==> src/rtl/brs_pkg.sv <==
// ----------------------------------------------------------------------------
// brs_pkg - shared types and constants for the branch relocation scanner
// Opcode values, branch kind codes, operand lengths and the result request
// passed from the front end through the queue to the output stage.
// ----------------------------------------------------------------------------
package brs_pkg;

  // Branch kind codes as reported on branch_kind
  typedef enum logic [2:0] {
    KIND_CALL32 = 3'd0,
    KIND_JMP32  = 3'd1,
    KIND_JMP8   = 3'd2,
    KIND_JCC32  = 3'd3,
    KIND_JCC8   = 3'd4
  } kind_t;

  // Opcode bytes
  localparam logic [7:0] OP_CALL32    = 8'hE8;
  localparam logic [7:0] OP_JMP32     = 8'hE9;
  localparam logic [7:0] OP_JMP8      = 8'hEB;
  localparam logic [7:0] OP_ESCAPE    = 8'h0F;
  localparam logic [7:0] OP_JCC32_LO  = 8'h80;
  localparam logic [7:0] OP_JCC32_HI  = 8'h8F;
  localparam logic [7:0] OP_JCC8_LO   = 8'h70;
  localparam logic [7:0] OP_JCC8_HI   = 8'h7F;

  // Whole instruction lengths and operand bytes skipped after a match
  localparam logic [31:0] LEN_REL32  = 32'd5;
  localparam logic [31:0] LEN_REL8   = 32'd2;
  localparam logic [31:0] LEN_MIN    = 32'd5;
  localparam logic [2:0]  SKIP_REL32 = 3'd4;
  localparam logic [2:0]  SKIP_REL8  = 3'd1;

  localparam logic [31:0] POS_MAX = 32'hFFFF_FFFF;

  // Default depth of the result queue (power of two, at least 2)
  localparam int QUEUE_DEPTH = 2;

  // One result request
  typedef struct packed {
    logic [31:0] offset;
    kind_t       kind;
  } result_t;

endpackage

==> src/rtl/brs_front.sv <==
// ----------------------------------------------------------------------------
// brs_front - byte decoder and scan state
// Accepts one code byte per cycle while the queue has room, tracks offset,
// operand skip and pending 0F escape, and pushes a request per branch found.
// ----------------------------------------------------------------------------
module brs_front (
  input  logic               clk,
  input  logic               rst,
  input  logic               cfg_wr_en,
  input  logic [31:0]        cfg_wr_data,
  input  logic               in_valid,
  output logic               in_ready,
  input  logic [7:0]         code_byte,
  input  logic               buffer_start,
  input  logic               push_ready,
  output logic               push_valid,
  output brs_pkg::result_t   push_data
);

  logic [31:0] code_length;
  logic [31:0] byte_position;
  logic [31:0] byte_position_next;
  logic [2:0]  skip_remaining;
  logic [2:0]  skip_remaining_next;
  logic        escape_pending;
  logic        escape_pending_next;

  logic        accept;
  logic [31:0] pos_cur;
  logic [2:0]  skip_cur;
  logic        esc_cur;
  logic [32:0] rem;
  logic        past_end;
  logic        fit_rel32;
  logic        fit_rel8;
  logic        is_jcc32_tail;
  logic        is_jcc8;
  logic        hit;

  // Byte is taken whenever the queue has room
  assign in_ready = push_ready;
  assign accept   = in_valid & push_ready;

  // A new buffer restarts offset, skip and escape
  assign pos_cur  = buffer_start ? '0 : byte_position;
  assign skip_cur = buffer_start ? '0 : skip_remaining;
  assign esc_cur  = buffer_start ? 1'b0 : escape_pending;

  // Bytes left from this offset to the end of the buffer
  assign rem       = {1'b0, code_length} - {1'b0, pos_cur};
  assign past_end  = rem[32] | (rem == '0);
  assign fit_rel32 = rem[31:0] >= brs_pkg::LEN_REL32;
  assign fit_rel8  = rem[31:0] >= brs_pkg::LEN_REL8;

  // jcc rel32 after 0F at pos-1 needs pos-1+6 <= len, i.e. rem >= 5
  assign is_jcc32_tail = esc_cur && (pos_cur != '0) &&
                         (code_byte >= brs_pkg::OP_JCC32_LO) &&
                         (code_byte <= brs_pkg::OP_JCC32_HI) && fit_rel32;
  assign is_jcc8       = (code_byte >= brs_pkg::OP_JCC8_LO) &&
                         (code_byte <= brs_pkg::OP_JCC8_HI) && fit_rel8;

  // Saturating offset
  assign byte_position_next = (pos_cur == brs_pkg::POS_MAX) ? pos_cur : pos_cur + 32'd1;

  // Decode
  always_comb begin
    skip_remaining_next = 3'd0;
    escape_pending_next = 1'b0;
    hit                 = 1'b0;
    push_data.offset    = pos_cur;
    push_data.kind      = brs_pkg::KIND_CALL32;
    priority if (code_length < brs_pkg::LEN_MIN || past_end) begin
      skip_remaining_next = 3'd0;
    end else if (skip_cur != 3'd0) begin
      skip_remaining_next = skip_cur - 3'd1;
    end else if (is_jcc32_tail) begin
      hit                 = 1'b1;
      push_data.offset    = pos_cur - 32'd1;
      push_data.kind      = brs_pkg::KIND_JCC32;
      skip_remaining_next = brs_pkg::SKIP_REL32;
    end else if (code_byte == brs_pkg::OP_CALL32 && fit_rel32) begin
      hit                 = 1'b1;
      push_data.kind      = brs_pkg::KIND_CALL32;
      skip_remaining_next = brs_pkg::SKIP_REL32;
    end else if (code_byte == brs_pkg::OP_JMP32 && fit_rel32) begin
      hit                 = 1'b1;
      push_data.kind      = brs_pkg::KIND_JMP32;
      skip_remaining_next = brs_pkg::SKIP_REL32;
    end else if (code_byte == brs_pkg::OP_JMP8 && fit_rel8) begin
      hit                 = 1'b1;
      push_data.kind      = brs_pkg::KIND_JMP8;
      skip_remaining_next = brs_pkg::SKIP_REL8;
    end else if (code_byte == brs_pkg::OP_ESCAPE) begin
      escape_pending_next = 1'b1;
    end else if (is_jcc8) begin
      hit                 = 1'b1;
      push_data.kind      = brs_pkg::KIND_JCC8;
      skip_remaining_next = brs_pkg::SKIP_REL8;
    end else begin
      skip_remaining_next = 3'd0;
    end
  end

  assign push_valid = accept & hit;

  // Length register
  always_ff @(posedge clk) begin
    if (rst) begin
      code_length <= '0;
    end else if (cfg_wr_en) begin
      code_length <= cfg_wr_data;
    end
  end

  // Scan state
  always_ff @(posedge clk) begin
    if (rst) begin
      byte_position  <= '0;
      skip_remaining <= '0;
      escape_pending <= 1'b0;
    end else if (accept) begin
      byte_position  <= byte_position_next;
      skip_remaining <= skip_remaining_next;
      escape_pending <= escape_pending_next;
    end
  end

endmodule

==> src/rtl/brs_queue.sv <==
// ----------------------------------------------------------------------------
// brs_queue - result request queue
// Small FIFO between the decoder and the output stage so either side can
// stall without holding up the other.
// ----------------------------------------------------------------------------
module brs_queue #(
  parameter int DEPTH = brs_pkg::QUEUE_DEPTH
) (
  input  logic             clk,
  input  logic             rst,
  input  logic             push_valid,
  output logic             push_ready,
  input  brs_pkg::result_t push_data,
  output logic             pop_valid,
  input  logic             pop_ready,
  output brs_pkg::result_t pop_data
);

  localparam int PTR_W = $clog2(DEPTH);
  localparam int CNT_W = $clog2(DEPTH + 1);

  brs_pkg::result_t entries [DEPTH];
  logic [PTR_W-1:0] wr_ptr;
  logic [PTR_W-1:0] rd_ptr;
  logic [CNT_W-1:0] count;
  logic             do_push;
  logic             do_pop;

  assign push_ready = (count != CNT_W'(DEPTH));
  assign pop_valid  = (count != '0);
  assign pop_data   = entries[rd_ptr];
  assign do_push    = push_valid & push_ready;
  assign do_pop     = pop_valid & pop_ready;

  // Storage
  always_ff @(posedge clk) begin
    if (do_push) begin
      entries[wr_ptr] <= push_data;
    end
  end

  // Pointers and fill level
  always_ff @(posedge clk) begin
    if (rst) begin
      wr_ptr <= '0;
      rd_ptr <= '0;
      count  <= '0;
    end else begin
      if (do_push) begin
        wr_ptr <= wr_ptr + PTR_W'(1);
      end
      if (do_pop) begin
        rd_ptr <= rd_ptr + PTR_W'(1);
      end
      unique case ({do_push, do_pop})
        2'b10:   count <= count + CNT_W'(1);
        2'b01:   count <= count - CNT_W'(1);
        default: count <= count;
      endcase
    end
  end

endmodule

==> src/rtl/brs_back.sv <==
// ----------------------------------------------------------------------------
// brs_back - output stage
// Holds one result request in a register and presents it on the output
// channel until the receiver takes it.
// ----------------------------------------------------------------------------
module brs_back (
  input  logic             clk,
  input  logic             rst,
  input  logic             pop_valid,
  output logic             pop_ready,
  input  brs_pkg::result_t pop_data,
  output logic             out_valid,
  input  logic             out_ready,
  output logic [31:0]      branch_offset,
  output logic [2:0]       branch_kind
);

  logic             held;
  brs_pkg::result_t data;

  // Load when empty or the held request is leaving
  assign pop_ready = ~held | out_ready;

  always_ff @(posedge clk) begin
    if (rst) begin
      held <= 1'b0;
    end else if (pop_ready) begin
      held <= pop_valid;
    end
  end

  always_ff @(posedge clk) begin
    if (pop_ready && pop_valid) begin
      data <= pop_data;
    end
  end

  assign out_valid     = held;
  assign branch_offset = data.offset;
  assign branch_kind   = data.kind;

endmodule

==> src/rtl/x86_branch_reloc_scanner.sv <==
// ----------------------------------------------------------------------------
// x86_branch_reloc_scanner - x86 relative branch scanner
// Scans a code buffer byte by byte and reports each relative branch found.
// ----------------------------------------------------------------------------
// Usage:
//   Input channel (in_valid/in_ready): one code byte per request, with
//   buffer_start set on the first byte of each buffer. A byte is taken
//   every cycle while the result queue has room.
//   Output channel (out_valid/out_ready): one request per branch found,
//   carrying the opcode offset and the branch kind.
//   cfg_wr_en/cfg_wr_data set the buffer length; write it only while idle.
//   Throughput is one byte per cycle while the queue has room; the decoder
//   settles each byte in the cycle it is taken. A result reaches the output
//   through the queue write, then the output register.
//   When the receiver stalls, results collect in the QUEUE_DEPTH-entry queue
//   plus the output register; in_ready drops only once the queue is full.
//   Reset clears the length, offset, skip and escape state and empties the
//   queue and output register; no clearing pass is needed.
// ----------------------------------------------------------------------------
module x86_branch_reloc_scanner #(
  parameter int QUEUE_DEPTH = brs_pkg::QUEUE_DEPTH
) (
  input  logic        clk,
  input  logic        rst,
  input  logic        cfg_wr_en,
  input  logic [31:0] cfg_wr_data,
  input  logic        in_valid,
  output logic        in_ready,
  input  logic [7:0]  code_byte,
  input  logic        buffer_start,
  output logic        out_valid,
  input  logic        out_ready,
  output logic [31:0] branch_offset,
  output logic [2:0]  branch_kind
);

  logic             push_valid;
  logic             push_ready;
  brs_pkg::result_t push_data;
  logic             pop_valid;
  logic             pop_ready;
  brs_pkg::result_t pop_data;

  // Decoder
  brs_front u_front (
    .clk          (clk),
    .rst          (rst),
    .cfg_wr_en    (cfg_wr_en),
    .cfg_wr_data  (cfg_wr_data),
    .in_valid     (in_valid),
    .in_ready     (in_ready),
    .code_byte    (code_byte),
    .buffer_start (buffer_start),
    .push_ready   (push_ready),
    .push_valid   (push_valid),
    .push_data    (push_data)
  );

  // Result queue
  brs_queue #(
    .DEPTH (QUEUE_DEPTH)
  ) u_queue (
    .clk        (clk),
    .rst        (rst),
    .push_valid (push_valid),
    .push_ready (push_ready),
    .push_data  (push_data),
    .pop_valid  (pop_valid),
    .pop_ready  (pop_ready),
    .pop_data   (pop_data)
  );

  // Output register
  brs_back u_back (
    .clk           (clk),
    .rst           (rst),
    .pop_valid     (pop_valid),
    .pop_ready     (pop_ready),
    .pop_data      (pop_data),
    .out_valid     (out_valid),
    .out_ready     (out_ready),
    .branch_offset (branch_offset),
    .branch_kind   (branch_kind)
  );

endmodule

==> config.mk <==
export PLATFORM = sky130hd
export DESIGN_NAME = x86_branch_reloc_scanner
export DESIGN_NICKNAME = d
export VERILOG_FILES = /design/src/rtl/brs_pkg.sv /design/src/rtl/brs_front.sv /design/src/rtl/brs_queue.sv /design/src/rtl/brs_back.sv /design/src/rtl/x86_branch_reloc_scanner.sv
export SDC_FILE = /design/constraint.sdc
export NUM_CORES = 1
export LEC_CHECK = 0
export BUFFER_PORTS_ARGS = -buffer_cell sky130_fd_sc_hd__buf_4
export CELL_PAD_IN_SITES_DETAIL_PLACEMENT = 1
export CELL_PAD_IN_SITES_GLOBAL_PLACEMENT = 1
export CORE_ASPECT_RATIO = 2
export CORE_MARGIN = 1.5
export CORE_UTILIZATION = 51
export CTS_CLUSTER_SIZE = 8
export DETAILED_ROUTE_END_ITERATION = 8
export PLACE_DENSITY_LB_ADDON = 0.2
export SYNTH_ARGS = -nofsm -noshare
export SYNTH_HDL_FRONTEND = slang
export SYNTH_SLANG_ARGS = --single-unit
export TNS_END_PERCENT = 50
==> constraint.sdc <==
create_clock -name clk -period 10.65 [get_ports clk]
set_input_delay 2.13 -clock clk [delete_from_list [all_inputs] [get_ports clk]]
set_output_delay 2.13 -clock clk [all_outputs]
set_load 0.02 [all_outputs]
-- Yosys cells after proc, flatten, opt, wreduce, memory -nomap -nowiden
Memories as Yosys holds them, arrays and structs flattened. A register that Yosys moved wholly into a read port is not among the register bits.
Cells that the tools add are included.
- multiplexer cells: 39
- reductions and logical operators: 16
- equality and inequality tests: 8
- bitwise logic cells: 7
- order comparisons: 7
- $add $sub $neg: 8
- operator list (cell ; count):
    32-bit two-way mux ; 3
    35-bit two-way mux ; 2
    3-bit two-way mux ; 14
    33-bit zero test ; 1
    32-bit by 32-bit subtractor with 33-bit output ; 1
    32-bit by 1-bit adder with 32-bit output (second input constant) ; 1
    32-bit == test (second input constant) ; 1
    32-bit by 2-bit >= comparator with 1-bit output (second input constant) ; 1
    32-bit by 3-bit >= comparator with 1-bit output (second input constant) ; 1
    32-bit by 3-bit < comparator with 1-bit output (second input constant) ; 1
    32-bit nonzero test ; 1
    32-bit by 1-bit subtractor with 32-bit output (second input constant) ; 1
    8-bit == test (second input constant) ; 3
    1-bit two-way mux ; 19
    1-bit logical AND ; 10
    8-bit by 4-bit == test with 1-bit output (second input constant) ; 1
    8-bit by 7-bit >= comparator with 1-bit output (second input constant) ; 1
    8-bit >= comparator (second input constant) ; 1
    8-bit by 7-bit <= comparator with 1-bit output (second input constant) ; 1
    8-bit <= comparator (second input constant) ; 1
    1-bit bitwise AND ; 4
    2-bit case mux with 2 select lines ; 1
    2-bit nonzero test ; 2
    3-bit nonzero test ; 1
    other kinds (10) ; 12
- bits in writable memories: 70
- register bits: 73
- output and inout bits: 37
- memories: 1
- logic and storage cells: 94
- input port bits: 46
- memory list (memory ; words ; width ; read ports ; clocked after Yosys merged registers in ; write ports ; line ; text):
    u_queue.entries ; 2 ; 35 ; 1 ; 1 ; 1 ; brs_queue.sv:22 ; brs_pkg::result_t entries [DEPTH];

-- Depth between registers and ports, before layout
- depth after elaboration: 16
- gate-level depth with buffers: 20
- depth with buffers taken out: 17

-- Hierarchy
A second synthesis with hierarchy kept.
- cells, all modules: 1071
- area total of the unflattened synthesis: 10334.9 um^2
- by module, submodules not included (module ; cells an instance ; instances ; area an instance (um^2) ; sequential area each (um^2)):
    brs_front ; 898 ; 1 ; 6490.0 ; 1361.3
    brs_queue ; 133 ; 1 ; 2738.9 ; 2202.1
    brs_back ; 40 ; 1 ; 1106.1 ; 1071.0

-- Worst setup path before layout
No wires, ideal clock.
- path type: input to register
- from: in buffer_start
- to: mem u_queue.entries[0][0] (netlist bit) (enable)
- buffers on the path: 3
- stages: 16
- arrival: 6.613 ns
- path slack: 3.610 ns
- required time: 10.223 ns
- library setup time: 0.427 ns
- path through: buf_2 > clkinv_1 > clkbuf_1 > clkbuf_1 > nand2_1 > ha_1 > and4_4 > and2_4 > a32oi_2 > a2111oi_0 > nor3b_1 > xnor2_1 > a2111oi_4 > nand4_4 > o211ai_2 > nor2_1
- longest elaborated chain between the ends: 16
- elaborated cells between the ends (all ways): 31
- classes of those cells: add/sub (1); order compare (2); mux (13); bitwise (3); reduce/logical (12)
- ends and longest elaborated chain (item ; line ; text):
    start: declaration ; x86_branch_reloc_scanner.sv:30 ; input logic buffer_start,
    32-bit two-way mux ; brs_front.sv:45 ; assign pos_cur = buffer_start ? '0 : byte_position;
    32-bit by 32-bit subtractor with 33-bit output ; brs_front.sv:50 ; assign rem = {1'b0, code_length} - {1'b0, pos_cur};
    32-bit by 2-bit >= comparator with 1-bit output ; brs_front.sv:53 ; assign fit_rel8 = rem[31:0] >= brs_pkg::LEN_REL8;
    1-bit logical AND ; brs_front.sv:60 ; (code_byte <= brs_pkg::OP_JCC8_HI) && fit_rel8;
    1-bit two-way mux ; brs_front.sv:95 ; end else if (is_jcc8) begin
    1-bit two-way mux ; brs_front.sv:93 ; end else if (code_byte == brs_pkg::OP_ESCAPE) begin
    1-bit two-way mux ; brs_front.sv:89 ; end else if (code_byte == brs_pkg::OP_JMP8 && fit_rel8) begin
    1-bit two-way mux ; brs_front.sv:85 ; end else if (code_byte == brs_pkg::OP_JMP32 && fit_rel32) begin
    1-bit two-way mux ; brs_front.sv:81 ; end else if (code_byte == brs_pkg::OP_CALL32 && fit_rel32) begin
    1-bit two-way mux ; brs_front.sv:76 ; end else if (is_jcc32_tail) begin
    1-bit two-way mux ; brs_front.sv:74 ; end else if (skip_cur != 3'd0) begin
    1-bit two-way mux (*) ; brs_front.sv:72 ; priority if (code_length < brs_pkg::LEN_MIN || past_end) begin
    1-bit bitwise AND (*) ; brs_front.sv:104 ; assign push_valid = accept & hit;
    1-bit bitwise AND (*) ; brs_queue.sv:32 ; assign do_push = push_valid & push_ready;
    1-bit two-way mux (*) ; brs_queue.sv:37 ; if (do_push) begin
    1-bit two-way mux (implied by the code) (*) ; brs_queue.sv:38 ; entries[wr_ptr] <= push_data;
    end: declaration ; brs_queue.sv:22 ;
Every way passes the cells marked *; elsewhere a longest branch is shown, timed or not.

-- Worst setup path after layout
- from: in buffer_start
- to: reg u_queue.count[1]
- longest elaborated chain between the ends: 16
- elaborated cells between the ends (all ways): 33
- classes of those cells: add/sub (1); order compare (2); eq/ne (2); mux (12); bitwise (3); reduce/logical (13)
- ends and longest elaborated chain (item ; line ; text):
    32-bit two-way mux ; brs_front.sv:45 ;
    32-bit by 32-bit subtractor with 33-bit output ; brs_front.sv:50 ;
    32-bit by 2-bit >= comparator with 1-bit output ; brs_front.sv:53 ;
    1-bit logical AND ; brs_front.sv:60 ;
    1-bit two-way mux ; brs_front.sv:95 ;
    1-bit two-way mux ; brs_front.sv:93 ;
    1-bit two-way mux ; brs_front.sv:89 ;
    1-bit two-way mux ; brs_front.sv:85 ;
    1-bit two-way mux ; brs_front.sv:81 ;
    1-bit two-way mux ; brs_front.sv:76 ;
    1-bit two-way mux ; brs_front.sv:74 ;
    1-bit two-way mux (*) ; brs_front.sv:72 ;
    1-bit bitwise AND (*) ; brs_front.sv:104 ;
    1-bit bitwise AND (*) ; brs_queue.sv:32 ;
    2-bit by 1-bit == test with 1-bit output / 2-bit == test (equally long branches) ; brs_queue.sv:55 ; unique case ({do_push, do_pop})
    2-bit case mux with 2 select lines / 2-bit nonzero test (equally long branches) ; n/a ;
    end signal: assignment ; brs_queue.sv:56 ; 2'b10: count <= count + CNT_W'(1);
    end signal: assignment ; brs_queue.sv:57 ; 2'b01: count <= count - CNT_W'(1);
    end signal: assignment ; brs_queue.sv:58 ; default: count <= count;
    end: declaration ; brs_queue.sv:25 ; logic [CNT_W-1:0] count;
Marks and branches as above.
A chain may end at the register's enable or synchronous reset.

==> flow_metrics.py <==
metrics = {
    "outcome": {
        "status": "complete, no violations",
    },
    "synth": {
        "ys_ff_latch": 178,
        "synthCells": 1013,
        "yosys.area.top_type_share_pct": 31.5,
        "netlist_area_sq_mm": 0.0100,
        "synth_common_cells": "nor2_1, nand2_1, edfxtp_1",
        "syn-mean-instance-area_sq_um": 9.87,
        "synth_cell_type_count": 77,
        "yosysTopAreaCell": "edfxtp_1",
        "synth-edff-count": 105,
        "yosysSeqAreaShare_pct": 46.2,
        "yosysMostFrequentCell": "nor2_1",
        "synthArstFlopShare_pct": 0,
        "yosysWarningCount": 0,
        "synth_area_leaders": "edfxtp_1, dfxtp_1, xnor2_1",
        "syn_nets": 1097,
        "ys.flop_type": "edfxtp_1",
    },
    "timing": {
        "slew_violations": 0,
        "fin_hold_ws_ps": 511,
        "period_needed_ps": 7630,
        "fmax_ghz": 0.131,
        "period_share_pct": 71.6,
        "final_hold_viol_count": 0,
        "setup_viol": 0,
        "max_slew.worst_pin.slew_ps": 1140,
        "finClkSkew_ps": 10.0,
        "fin_setup_tns_ps": 0,
        "slew-limit-headroom_pct": 24.1,
        "rsz0062_at_grt": "false",
    },
    "clocking": {
        "cts.hold.buffers_added": 0,
        "cts_tree": "built",
        "clockBufferDepth": 2,
        "root_buffer": "clkbuf_16",
        "cts.reportedPaths.clkPinSlew_ps": 80,
        "cts_buffers": 17,
        "cts_resized": 0,
        "clock_latency_ps": 450,
        "h-tree-depth": 4,
        "cts_setup_buffers": 0,
        "cts.sinks": 178,
    },
    "critical_path": {
        "crit_slowest_cell": "clkinv_1",
        "rr_startpoint": "u_front.byte_position[2]$_SDFFE_PP0P_",
        "worstSetupPathType": "input port to register",
        "cp_data_arrival_time_ps": 8010,
        "endpoint_kind": "register",
        "cp_max_fo": 30,
        "worstSetupStartpoint": "buffer_start",
        "max_stage_delay_ps": 760,
        "cp.required_ps": 11030,
        "crit_chain": "buf_4 > clkinv_1 > nand2_1 > ha_1 > a21oi_2 > o211ai_2 > a21oi_2 > o21ai_0 > nor3_1 > o21ai_0 > nor4_1 > nand4_4 > o211ai_2 > ha_1 > or3_1 > a21oi_1",
        "start_kind": "input port",
    },
    "final_layout": {
        "final_util_pct": 59.4,
        "drive_gt1_share_pct": 16.9,
        "n_antenna_cell": 0,
        "area_growth_pct": 14.6,
        "nets": 1160,
        "n_fill_cell": 2208,
    },
    "flow_run": {
        "maxCapViolCount": 0,
    },
    "floorplan": {
        "initial_utilization_pct": 51.8,
        "top_level_ports": 83,
        "chipWidth_um": 102,
        "coreArea_sq_mm": 0.0193,
        "die_h_um": 201,
        "die-area_sq_mm": 0.0205,
        "rows": 72,
    },
    "routing": {
        "vias_per_cell": 6.09,
        "drt-total-wl_um": 30300,
        "num_vias": 8209,
        "dr.pass1.iters": 7,
        "drt_iter0_drc": 476,
        "ant_nets": 0,
        "drcViolationCount": 0,
        "wire_per_inst_um": 22.5,
    },
    "place": {
        "dpl.hpwl_um": 22500,
        "gp_congestion": 1.00,
        "io_buffer_count": 82,
    },
    "power": {
        "powerDensity_mw_per_mm2": 180,
        "p_leak_nw": 4.43,
        "vdd_ir_drop_max_uv": 121,
        "finalPower_mw": 2.07,
    },
    "grt": {
        "antenna_found_initial": 0,
        "gr-total-overflow": 0,
        "grt_max_degree": 73,
        "grt.total_usage_pct": 30.9,
        "grt_pass1_wl_um": 47400,
        "grt_pass1_vias": 8835,
    },
    "worst_hold_path": {
        "hold_class": "register to register",
        "hp-start": "u_front.byte_position[1]$_SDFFE_PP0P_",
    },
}
[path summary, 6_finish.rpt]
path,depth (start not counted),slack (ps),endpoint
worst max-delay path,16,3020,u_queue.count[1]$_SDFFE_PP0P_
worst min-delay path,2,510,u_front.byte_position[1]$_SDFFE_PP0P_
worst max register to register,15,5080,u_queue.count[1]$_SDFFE_PP0P_
worst min register to register,2,510,u_front.byte_position[1]$_SDFFE_PP0P_
[critical path: cells and delay by family]
kind	cells	cell delay (ps)
simple gates	5	2220
fa+ha+maj	2	720
buf+inv	2	1060
compound gates	7	1840
[cell usage in the layout (no fill, tap or decap), types with 5 or more instances in the layout]
master / Yosys / final
a21oi_2: 5 / 5
inv_1: 28 / 28
ha_1: 37 / 37
o21a_1: 10 / 10
mux2i_1: 38 / 38
nor2_1: 128 / 126
and2_1: 5 / 5
edfxtp_1: 105 / 105
a211oi_1: 6 / 6
nor2b_1: 15 / 15
clkbuf_16: 0 / 17
nand2_1: 111 / 111
nor3_1: 35 / 35
mux2_2: 36 / 36
inv_8: 0 / 5
or3_1: 8 / 8
or4_1: 8 / 8
dfxtp_1: 73 / 73
nand4_1: 16 / 16
o21ai_0: 34 / 34
xor2_1: 19 / 19
buf_4: 1 / 87
nor3b_1: 8 / 8
and3_1: 11 / 11
and4_1: 6 / 6
xnor2_1: 60 / 60
a21oi_1: 43 / 43
nor4_1: 16 / 16
nand2b_1: 8 / 8
nand3_1: 25 / 25
[where the power goes]
group          internal [mW]  switching [mW]  leakage (nW)
registers              0.811          0.0282          1.63
logic                  0.202           0.315          2.48
clock network          0.406           0.304         0.323
[through the flow]
stage | worst slack (ps) | instance area [sq um] | instances
global route | 2740 | 11500 | 1348
finish | 3020 | 11500 | 1348
CTS | 3270 | 11500 | 1348
global placement | 2870 | 10800 | 1316
detailed placement | 2850 | 10800 | 1316
floorplan | 3610 | 10000 | 1013
[cell families (layout without fill, tap and decap cells)]
| family | Yosys count | after routing | share of synthesized area, % |
|---|---|---|---|
| xor+xnor | 79 | 79 | 6.92 |
| simple gates | 416 | 416 | 20.4 |
| buf+inv | 72 | 148 | 2.99 |
| flops | 178 | 178 | 46.2 |
| fa+ha+maj | 38 | 38 | 4.83 |
| compound gates | 156 | 156 | 10.8 |
| mux | 74 | 74 | 7.86 |
[layer usage]
metal	GRT usage [%]	vias up	routed length (um)
li1	-	3787	-
met1	30.9	4066	10400
met2	58.9	265	17500
met3	4.60	91	1050
met4	15.6	0	1420
met5	0	-	0
[sequential cells by signal (all words and copies together) (netlist names)]
register / count
u_back.branch_kind: 3
u_queue.wr_ptr: 1
u_front.skip_remaining: 3
u_front.escape_pending: 1
u_front.code_length: 32
u_front.byte_position: 32
u_queue.count: 2
u_back.branch_offset: 32
u_queue.rd_ptr: 1
u_queue.entries: 70
u_back.out_valid: 1
[final cells by class]
type                       count  area (sq um)  share of cell area, %
sequential                   178          4610                   40.3
multi-input combinational    763          5090                   44.4
clock inverter                15           243                   2.12
clock buffer                  17           425                   3.71
tap                          259           324                   2.83
inverter                      29           109                  0.950
timing repair buffer          87           653                   5.70
(Power assumes the default switching activity.)
